--- src/hdl/pcc_pkg.sv ---
package pcc_pkg;

	// Default size of the vertex ring.
	localparam int MAX_VERTICES_DEF = 64;

	// Width of the configuration write port.
	localparam int CFG_IDX_W  = 2;
	localparam int CFG_DATA_W = 32;

	// Configuration register indexes.
	localparam logic [CFG_IDX_W-1:0] REG_VERTEX_COUNT = 2'd0;
	localparam logic [CFG_IDX_W-1:0] REG_FLOOR_Z      = 2'd1;
	localparam logic [CFG_IDX_W-1:0] REG_PRISM_HEIGHT = 2'd2;

	// Item kinds.
	localparam logic KIND_LOAD  = 1'b0;
	localparam logic KIND_QUERY = 1'b1;

	// One command item.
	typedef struct packed {
		logic               kind;
		logic [5:0]         vertex_index;
		logic signed [31:0] coord_x;
		logic signed [31:0] coord_y;
		logic signed [31:0] coord_z;
	} item_t;

	// One result item.
	typedef struct packed {
		logic inside_res;
		logic height_ok;
	} result_t;

	// One polygon vertex as held by a ring cell.
	typedef struct packed {
		logic signed [31:0] x;
		logic signed [31:0] y;
	} vertex_t;

	// Edge handed to the crossing unit: edge from vertex i to vertex j.
	typedef struct packed {
		logic               valid;
		logic signed [31:0] xi;
		logic signed [31:0] yi;
		logic signed [31:0] xj;
		logic signed [31:0] yj;
	} edge_req_t;

	// Status of the crossing unit.
	typedef struct packed {
		logic idle;
		logic parity;
	} edge_stat_t;

	// Sign extension of a coordinate to hold a difference.
	function automatic logic [32:0] sext33(logic [31:0] v);
		return {v[31], v};
	endfunction

	// Magnitude of a 33-bit two's complement difference of two coordinates.
	function automatic logic [31:0] mag32(logic [32:0] v);
		logic [32:0] m;
		m = v[32] ? (~v + 33'd1) : v;
		return m[31:0];
	endfunction

endpackage

--- src/hdl/pcc_cell.sv ---
// One cell of the vertex ring: holds a vertex, takes a load from the
// command port or the vertex of its neighbor when the ring rotates.
module pcc_cell (
	input  logic             clk,
	input  logic             shift_en,
	input  logic             load_en,
	input  pcc_pkg::vertex_t load_vtx,
	input  pcc_pkg::vertex_t next_vtx,
	output pcc_pkg::vertex_t vtx
);

	pcc_pkg::vertex_t vtx_q;

	// Loads only happen while the ring is at rest, so the two never meet.
	always_ff @(posedge clk) begin
		if (load_en) begin
			vtx_q <= load_vtx;
		end else if (shift_en) begin
			vtx_q <= next_vtx;
		end
	end

	assign vtx = vtx_q;

endmodule

--- config.mk ---
export PLATFORM = sky130hd
export DESIGN_NAME = pcc_cell
export DESIGN_NICKNAME = d
export VERILOG_FILES = /design/src/hdl/pcc_pkg.sv /design/src/hdl/pcc_cell.sv
export SDC_FILE = /design/constraint.sdc
export NUM_CORES = 1
export LEC_CHECK = 0
export ABC_AREA = 1
export BUFFER_PORTS_ARGS = -buffer_cell sky130_fd_sc_hd__buf_2
export CORE_ASPECT_RATIO = 0.8
export CORE_MARGIN = 2
export CORE_UTILIZATION = 44
export CTS_CLUSTER_DIAMETER = 40
export CTS_CLUSTER_SIZE = 25
export DETAILED_ROUTE_END_ITERATION = 6
export GPL_ROUTABILITY_DRIVEN = 0
export MAX_ROUTING_LAYER = met4
export PLACE_DENSITY = 0.85
export SYNTH_ARGS = -nofsm -noshare
export SYNTH_HDL_FRONTEND = slang
export SYNTH_SLANG_ARGS = --single-unit
--- constraint.sdc ---
create_clock -name clk -period 2.5 [get_ports clk]
set_input_delay 0.125 -clock clk [delete_from_list [all_inputs] [get_ports clk]]
set_output_delay 0.125 -clock clk [all_outputs]
set_load 0.02 [all_outputs]
=== Yosys cells after proc, flatten, opt, wreduce, memory -nomap -nowiden ===
Cells that the tools add are included.

* Bits in registers: 64
* Latch bits: 0
* Bits in writable memories: 0
* Memory bits (read-only): 0
* Input port bits: 131
* Output and inout port bits: 64
* Memories: 0

* Add/sub/neg operators: 0
* $mul: 0
* Divide/modulo/power cells: 0
* $lt $le $gt $ge: 0
* Equal/unequal tests: 0
* Shift-type cells: 0
* Mux-type cells: 2
* Bitwise logic cells: 0
* Reductions and logical operators: 1

{| class="wikitable"
|+ Operators with widths
! operator !! count
|-
| 2-to-1 mux 64 bit || 2
|-
| nonzero test 2 bit || 1
|}

=== Depth between registers and ports, before layout ===
Gate-level depths: netlist (run 1).

* Depth after elaboration: 2
* Gate-level depth with buffers: 4

=== Worst setup path after synthesis (run 1) ===
No wires, ideal clock.

* Path kind: in2reg
* Start: input port load_en
* End: register vtx_q (netlist bit vtx[0]), enable pin
* Arrival: 1092 ps
* Path slack: 1014 ps
* Cell stages on the path: 2
* Path through: buf_6 > or2_2

* Longest elaborated chain between the ends: 1

{| class="wikitable"
|+ Ends and longest elaborated chain
! what !! line !! RTL
|-
| start: declaration || pcc_cell.sv:6 || <nowiki>input logic load_en,</nowiki>
|-
| nonzero test 2 bit (no line) || n/a ||
|-
| end signal: assignment || pcc_cell.sv:17 || <nowiki>vtx_q <= load_vtx;</nowiki>
|-
| end signal: assignment || pcc_cell.sv:19 || <nowiki>vtx_q <= next_vtx;</nowiki>
|-
| end: declaration || pcc_cell.sv:12 || <nowiki>pcc_pkg::vertex_t vtx_q;</nowiki>
|}

Every way passes these cells.
A chain may end at the register's enable or synchronous reset.

=== Worst setup path after layout (run 1) ===
* Start: input port load_en
* End: register vtx_q (netlist bit vtx[41]), data pin

* Longest elaborated chain between the ends: 1

{| class="wikitable"
|+ Ends and longest elaborated chain
! what !! line !! RTL
|-
| 2-to-1 mux 64 bit || pcc_cell.sv:16 || <nowiki>if (load_en) begin</nowiki>
|}

Every way passes these cells.

==> flow_summary_export.csv, run 1 <==
group,metric,value,unit
status,status,"complete, no violations",
cts,cts_buffers,9,
layout,n_fill_cell,497,
layout,multiInputGateArea,727,um2
setup_path,setup.worst_path.end,"vtx[41]",
layout,antenna_cells,0,
floorplanning,row_count,25,
placed_design,placed_cell_area,3750,um2
drt,via_count,2463,
sta,tns,0,ps
yosys,synth_top_family_by_area,"simple AND/OR/NAND/NOR gates",
layout,seq_area,1920,um2
yosys,syn_avg_cell_area,10.2,um2
grt,grt_max_degree,65,
cts,postCtsHoldBufs,0,
sta,rsz0062_at_grt,"no",
grt,grt_pass1_wl,10000,um
sta,finalSetupViolations,0,
floorplanning,io_pins,195,
yosys,ys_seq_area_share,69.8,%
yosys,yosys_warnings,0,
setup_path,crit_arrival,1410,ps
cts,clkSinkCount,64,
setup_path,crit_type,"primary input to flop",
floorplanning,die-area,6910,um2
drt,drtIter0Drc,122,
cts,postCtsSetupBuffers,0,
setup_path,cp-start-kind,"primary input",
sta,worst_slew_pin_slew,990,ps
yosys,synth-xor-area-share,0,%
cts,post_cts_resized,0,
layout,nets,596,
drt,dr.pass1.iters,4,
setup_path,end_kind,"flop",
setup_path,cp_max_fo,64,
grt,first_global_vias,2254,
drt,ant_nets,0,
yosys,synth_simple_gate_area_share,26.4,%
cts,htreeDepth,3,
floorplanning,die_h,74.8,um
floorplanning,die_w,92.5,um
cts,tritoncts,"built",
placed_design,dp_hpwl,5100,um
sta,period_share,53.6,%
sta,fmax,746,MHz
drt,drcViolationCount,0,
sta,min_period,1340,ps
power,max-vdd-ir-drop,0.460,mV
hold_path,min_path_type,"primary input to flop",
placed_design,dpl.cell_count,535,
yosys,synth-adder-area-share,0,%
drt,via_per_inst,4.48,
drt,detail_route.wl_per_cell,12.4,um
layout,drive_gt1_share,44.8,%
layout,largest_reg_flops,64,
grt,global_route.overflow_total,0,
yosys,synth.distinct_cells,6,
grt,antenna_found_initial,0,
setup_path,critPathLaunch,"load_en",
job,maxCapViolations,0,
grt,grt.total_usage,20.0,%
power,power_leakage,2.11,nW
yosys,synth_area,2760,um2
yosys,muxShareOfSynthArea,0,%
layout,stdcell_count,550,
layout,final_common_cell,"buf_2",
drt,routed_wl,6840,um
yosys,synth_compound_area_share,0,%
cts,cts.path.max_buffers,2,
floorplanning,core_area,5970,um2
cts,root_buffer,"clkbuf_8",
sta,max-slew-margin-rel,34.0,%
yosys,ys_ff_latch,64,
sta,whs,64.0,ps
sta,hold_viol,0,
layout,final_cell_area,3950,um2
floorplanning,initial_core_util,46.1,%
placed_design,numPortBuffers,194,
layout,final_cell_mix,"194 x buf_2, 192 x nand2_1, 64 x edfxtp_1",
setup_path,critPathRequiredTime,2570,ps
sta,maxSlewViolCount,0,
yosys,synth_nets,402,
yosys,syn-instance-count,271,
cts,clkTransAtPathRegs,70,ps
power,powerDensity,698,nW/um2
layout,area_delta_synth_final,43.5,%
[worst min-delay path by stage]
| stage | endpoint | cells past startpoint | from |
|---|---|---|---|
| finish | vtx[45] | 3 | next_vtx[45] |
| global route | vtx[54] | 3 | next_vtx[54] |
| CTS | vtx[51] | 3 | next_vtx[51] |
| detailed placement | vtx[2] | 3 | next_vtx[2] |
| global placement | vtx[0] | 3 | next_vtx[0] |
| floorplan | vtx[0] | 2 | next_vtx[0] |
[power by group]
part           internal [mW]  total, mW  switching (mW)
registers               1.32       1.35          0.0287
logic                  0.188      0.507           0.319
clock network          0.548      0.904           0.356
[per-stage QoR]
| stage | util, % | setup WS [ps] | power, mW |
|---|---|---|---|
| 2_1_floorplan | - | 1010 | 1.65 |
| 5_1_grt | 66.2 | 968 | 2.87 |
| 6_report | 66.2 | 1160 | 2.76 |
| 4_1_cts | 66.2 | 1160 | 2.79 |
| 3_5_place_dp | 62.8 | 801 | 1.88 |
| 3_3_place_gp | 62.8 | 885 | 1.87 |
[cell type report]
class                   count  area share, %
well taps                  81           2.56
clock buffers              10           3.23
inverters                   1         0.0950
flip-flops and latches     64           48.6
repair buffers            196           25.3
clock inverters             5           1.84
multi-input cells         193           18.4
[cell usage after synthesis (all sizes together)]
library cell | instances | area [um2]
inv | 1 | 3.75
or2 | 1 | 6.26
buf | 13 | 103
nand2 | 192 | 721
edfxtp | 64 | 1920
[layer usage]
| layer | vias up | track usage [%] | share of wire (%) |
|---|---|---|---|
| met5 | - | - | 0 |
| met4 | 0 | 10.1 | 1.2 |
| met3 | 8 | 5.91 | 9.1 |
| met2 | 126 | 34.0 | 52 |
| met1 | 1072 | 22.0 | 37 |
| li1 | 1257 | - | - |
[worst max-delay path: stages]
cell and delay (ps):
buf_2 430, inv_2 530, nand2_1 210, nand2_1 70
[cell families (layout without fill, tap and decap cells)]
kind of cell | after synthesis | count (layout)
buf+inv | 14 | 212
flops | 64 | 64
simple gates | 193 | 193
Note: power is estimated with default switching activity, not from simulation.
==> run 2: changes to the inputs <==
--- a/config.mk
+++ b/config.mk
@@ -9,13 +9,13 @@
 export BUFFER_PORTS_ARGS = -buffer_cell sky130_fd_sc_hd__buf_2
 export CORE_ASPECT_RATIO = 0.8
 export CORE_MARGIN = 2
-export CORE_UTILIZATION = 44
+export CORE_UTILIZATION = 41
 export CTS_CLUSTER_DIAMETER = 40
 export CTS_CLUSTER_SIZE = 25
 export DETAILED_ROUTE_END_ITERATION = 6
 export GPL_ROUTABILITY_DRIVEN = 0
 export MAX_ROUTING_LAYER = met4
-export PLACE_DENSITY = 0.85
+export PLACE_DENSITY = 0.8
 export SYNTH_ARGS = -nofsm -noshare
 export SYNTH_HDL_FRONTEND = slang
 export SYNTH_SLANG_ARGS = --single-unit
==> constraint.sdc (replaced) <==
create_clock -name clk -period 1.3 [get_ports clk]
set_input_delay 0.065 -clock clk [delete_from_list [all_inputs] [get_ports clk]]
set_output_delay 0.065 -clock clk [all_outputs]
set_load 0.02 [all_outputs]
==> run 2 against run 1 <==
Sequential power rose by 92%; first-iteration DRC count up 26%; clock power is 74% higher; via count increased by 20%; largest power group unchanged.
==> flow_summary_export.csv, run 2 (synthesized netlist as in run 1, its figures left out) <==
group,metric,value,unit
setup_path,cp-start-kind,"primary input",
grt,antenna_found_initial,0,
grt,met2_usage,44.5,%
sta,period_share,77.2,%
setup_path,cp_max_fo,64,
setup_path,end_kind,"flop",
grt,busiest_layer,"met2",
cts,cts_buffers,9,
grt,grt_max_degree,65,
sta,rsz0062_at_grt,"no",
cts,clkSinkCount,64,
sta,max-slew-margin-rel,33.3,%
layout,drive_gt1_share,38.2,%
floorplanning,row_count,26,
placed_design,dpl.cell_count,537,
floorplanning,die-area,7400,um2
drt,detail_route.wl_per_cell,13.8,um
floorplanning,io_pins,195,
sta,finalSetupViolations,0,
cts,post_cts_resized,0,
grt,grt_util_met1,23.8,%
layout,nets,677,
layout,utilization,73.5,%
cts,htreeDepth,3,
power,powerDensity,1130,nW/um2
layout,antenna_cells,0,
drt,via_count,2958,
grt,first_global_vias,2964,
grt,gr-usage-met3,6.39,%
placed_design,placed_cell_area,3740,um2
setup_path,crit_arrival,1190,ps
floorplanning,core_area,6440,um2
drt,dr.pass1.iters,4,
drt,ant_nets,0,
power,power_leakage,2.44,nW
placed_design,dp_hpwl,4800,um
cts,postCtsHoldBufs,82,
placed_design,numPortBuffers,194,
status,status,"complete, no violations",
layout,largest_reg_flops,64,
drt,routed_wl,8760,um
layout,final_common_cell,"buf_2",
sta,min_period,1000,ps
floorplanning,die_h,77.3,um
cts,clkTransAtPathRegs,70,ps
layout,final_cell_mix,"194 x buf_2, 192 x nand2_1, 82 x dlygate4sd3_1",
job,maxCapViolations,0,
layout,final_cell_area,4740,um2
drt,drcViolationCount,0,
drt,via_per_inst,4.67,
grt,grt.total_usage,24.7,%
sta,worst_slew_pin_slew,1000,ps
hold_path,min_path_type,"primary input to flop",
setup_path,critPathRequiredTime,1490,ps
cts,root_buffer,"clkbuf_8",
floorplanning,initial_core_util,42.8,%
layout,area_delta_synth_final,71.9,%
drt,drtIter0Drc,154,
sta,maxSlewViolCount,0,
grt,grt_pass1_wl,13500,um
sta,fmax,996,MHz
grt,global_route.overflow_total,0,
sta,hold_viol,0,
cts,postCtsSetupBuffers,0,
cts,tritoncts,"built",
sta,tns,0,ps
power,max-vdd-ir-drop,0.671,mV
setup_path,crit_type,"primary input to flop",
cts,cts.path.max_buffers,2,
layout,stdcell_count,634,
floorplanning,die_w,95.7,um
-- run 2: cell count changes in the layout (fill, tap and decap cells not counted) --
| cell | before | now |
|---|---|---|
| dlygate4sd3_1 | 0 | 82 |
| bufinv_16 | 2 | 1 |
| clkinv_2 | 1 | 3 |
| clkinv_1 | 2 | 1 |
| or2_2 | 1 | 0 |
| buf_12 | 1 | 0 |
| or2_4 | 0 | 1 |
-- run 2: final timing paths --
path,start,to,slack [ps],depth (start not counted)
max,load_en,vtx[18],300,4
min,next_vtx[50],vtx[50],10,3
-- run 2: worst max-delay path, cell delays in order --
cell and delay [ps]:
buf_2 120, inv_2 720, nand2_1 150, nand2_1 130
-- run 2: power breakdown --
group	total, mW	internal, mW	switching (mW)
Combinational	1.19	0.517	0.670
Clock	1.57	0.859	0.709
Sequential	2.59	2.54	0.0548
-- run 2: layer usage --
metal  wire, um  share of wire, %  up-vias
li1           -                 -     1416
met1       3010                34     1328
met2       4640                53      181
met3        763               8.7       33
met4        343               3.9        0
met5          0                 0        -
-- run 2: per-stage QoR --
| step | hold WS [ps] | power, mW | setup slack, ps |
|---|---|---|---|
| after floorplan | 244 | 3.17 | 187 |
| after global placement | 329 | 3.59 | 42.8 |
| after detailed placement | 333 | 3.61 | -1.54 |
| after CTS | 0.220 | 5.35 | 321 |
| after global routing | 4.79 | 5.56 | 107 |
| final | 10.9 | 5.35 | 296 |
-- run 2: cell type report --
type,count,area (um2)
clock inverter,5,48.8
timing repair buffer,277,1800
inverter,1,3.75
clock buffer,10,128
multi-input combinational,193,729
tap,84,105
fill,455,1710
sequential,64,1920
==> run 3: changes to the inputs <==
--- a/config.mk
+++ b/config.mk
@@ -9,13 +9,13 @@
 export BUFFER_PORTS_ARGS = -buffer_cell sky130_fd_sc_hd__buf_2
 export CORE_ASPECT_RATIO = 0.8
 export CORE_MARGIN = 2
-export CORE_UTILIZATION = 41
+export CORE_UTILIZATION = 37
 export CTS_CLUSTER_DIAMETER = 40
 export CTS_CLUSTER_SIZE = 25
 export DETAILED_ROUTE_END_ITERATION = 6
 export GPL_ROUTABILITY_DRIVEN = 0
 export MAX_ROUTING_LAYER = met4
-export PLACE_DENSITY = 0.8
+export PLACE_DENSITY = 0.76
 export SYNTH_ARGS = -nofsm -noshare
 export SYNTH_HDL_FRONTEND = slang
 export SYNTH_SLANG_ARGS = --single-unit
==> constraint.sdc (replaced) <==
create_clock -name clk -period 0.8 [get_ports clk]
set_input_delay 0.04 -clock clk [delete_from_list [all_inputs] [get_ports clk]]
set_output_delay 0.04 -clock clk [all_outputs]
set_load 0.02 [all_outputs]
==> run 3 against run 2 <==
The run now fails in 4_1_cts; area after synthesis did not move; synthesized cell count did not move.
==> flow_summary_export.csv, run 3 <==
group,metric,value,unit
cts,postCtsHoldBufs,114,
yosys,synth_top_area_share,69.8,%
yosys,synth.most_common_cell,"nand2_1",
yosys,ys.flop_type,"edfxtp_1",
floorplanning,die_h,81.2,um
yosys,ys_ff_latch,64,
yosys,syn-instance-count,271,
cts,htreeDepth,3,
yosys,yosys_warnings,0,
cts,root_buffer,"clkbuf_8",
placed_design,dp_hpwl,5350,um
yosys,synth-edff-count,64,
yosys,syn_avg_cell_area,10.2,um2
status,haltStage,"4_1_cts",
yosys,synthTopCellsByArea,"edfxtp_1 70%, nand2_1 26%, buf_6 2.5%",
yosys,synthTopCellsByCount,"192 x nand2_1, 64 x edfxtp_1, 7 x buf_2",
cts,cts_buffers,9,
yosys,synth.distinct_cells,6,
yosys,yosysTopAreaCell,"edfxtp_1",
floorplanning,row_count,28,
yosys,synth_area,2760,um2
floorplanning,initial_core_util,37.6,%
placed_design,numPortBuffers,194,
yosys,synth-async-reset-ratio,0,%
status,status,"aborted with a tool error",
cts,clkSinkCount,64,
floorplanning,io_pins,195,
placed_design,placed_cell_area,3830,um2
yosys,synth_nets,402,
cts,cts.path.max_buffers,2,
yosys,ys_seq_area_share,69.8,%
cts,post_cts_resized,58,
status,stop_error,"[ERROR RSZ-0060] Max buffer count reached.",
cts,postCtsSetupBuffers,0,
floorplanning,die_w,100,um
[run 3: cell counts after synthesis]
No cell type changed its count.
[run 3: kinds of logic after synthesis]
family        Yosys count  share of synthesized area, %
simple gates          193                          26.4
buf+inv                14                          3.86
flops                  64                          69.8
[run 3: stage by stage]
step           instances  worst slack [ps]  hold slack [ps]  TNS [ps]
3_3_place_gp         549             -85.2              306     -5710
2_1_floorplan        271              -260              219    -16630
3_5_place_dp         549             -99.5              309     -8150
==> run 4: changes to the inputs <==
==> config.mk (replaced) <==
export PLATFORM = sky130hd
export DESIGN_NAME = pcc_cell
export DESIGN_NICKNAME = d
export VERILOG_FILES = /design/src/hdl/pcc_pkg.sv /design/src/hdl/pcc_cell.sv
export SDC_FILE = /design/constraint.sdc
export NUM_CORES = 1
export LEC_CHECK = 0
export ABC_AREA = 1
export BUFFER_PORTS_ARGS = -buffer_cell sky130_fd_sc_hd__buf_2
export CORE_MARGIN = 2
export CORE_UTILIZATION = 30
export DETAILED_ROUTE_END_ITERATION = 6
export GPL_ROUTABILITY_DRIVEN = 0
export PLACE_DENSITY_LB_ADDON = 0.15
export SYNTH_ARGS = -nofsm -noshare
export SYNTH_HDL_FRONTEND = slang
export SYNTH_SLANG_ARGS = --single-unit
==> constraint.sdc (replaced) <==
create_clock -name clk -period 1 [get_ports clk]
set_input_delay 0.05 -clock clk [delete_from_list [all_inputs] [get_ports clk]]
set_output_delay 0.05 -clock clk [all_outputs]
set_load 0.02 [all_outputs]
==> run 4 against run 3 <==
The flow again stops in 4_1_cts; area after synthesis did not move; synthesized cell count did not move.
==> flow_summary_export.csv, run 4 <==
group,metric,value,unit
yosys,synth_top_area_share,69.8,%
cts,post_cts_resized,0,
yosys,synth_nets,402,
yosys,synthTopCellsByCount,"192 x nand2_1, 64 x edfxtp_1, 7 x buf_2",
status,haltStage,"4_1_cts",
cts,root_buffer,"clkbuf_8",
yosys,yosysTopAreaCell,"edfxtp_1",
cts,postCtsHoldBufs,117,
status,status,"aborted with a tool error",
yosys,syn_avg_cell_area,10.2,um2
yosys,synth.distinct_cells,6,
yosys,synthTopCellsByArea,"edfxtp_1 70%, nand2_1 26%, buf_6 2.5%",
floorplanning,row_count,34,
yosys,synth.most_common_cell,"nand2_1",
cts,postCtsSetupBuffers,0,
yosys,synth-async-reset-ratio,0,%
floorplanning,io_pins,195,
yosys,syn-instance-count,271,
placed_design,numPortBuffers,194,
cts,htreeDepth,3,
yosys,ys.flop_type,"edfxtp_1",
yosys,ys_seq_area_share,69.8,%
placed_design,dp_hpwl,5490,um
floorplanning,die_w,99.8,um
floorplanning,die_h,99.8,um
floorplanning,initial_core_util,31.3,%
status,stop_error,"[ERROR RSZ-0060] Max buffer count reached.",
yosys,synth-edff-count,64,
yosys,ys_ff_latch,64,
cts,cts.path.max_buffers,2,
yosys,yosys_warnings,0,
placed_design,place_ws,81.0,ps
cts,clkSinkCount,64,
cts,cts_buffers,9,
placed_design,placed_cell_area,3860,um2
yosys,synth_area,2760,um2
-- run 4: cell counts after synthesis --
No cell type changed its count.
-- run 4: logic make-up after synthesis --
| logic type | Yosys count | share of synthesized area [%] |
|---|---|---|
| buffers and inverters | 14 | 3.86 |
| DFF | 64 | 69.8 |
| and+or+nand+nor | 193 | 26.4 |
-- run 4: through the flow --
| stage | instances | TNS [ps] | hold WS, ps |
|---|---|---|---|
| after floorplan | 271 | -4470 | 229 |
| after global placement | 566 | 0 | 315 |
| after detailed placement | 566 | 0 | 319 |
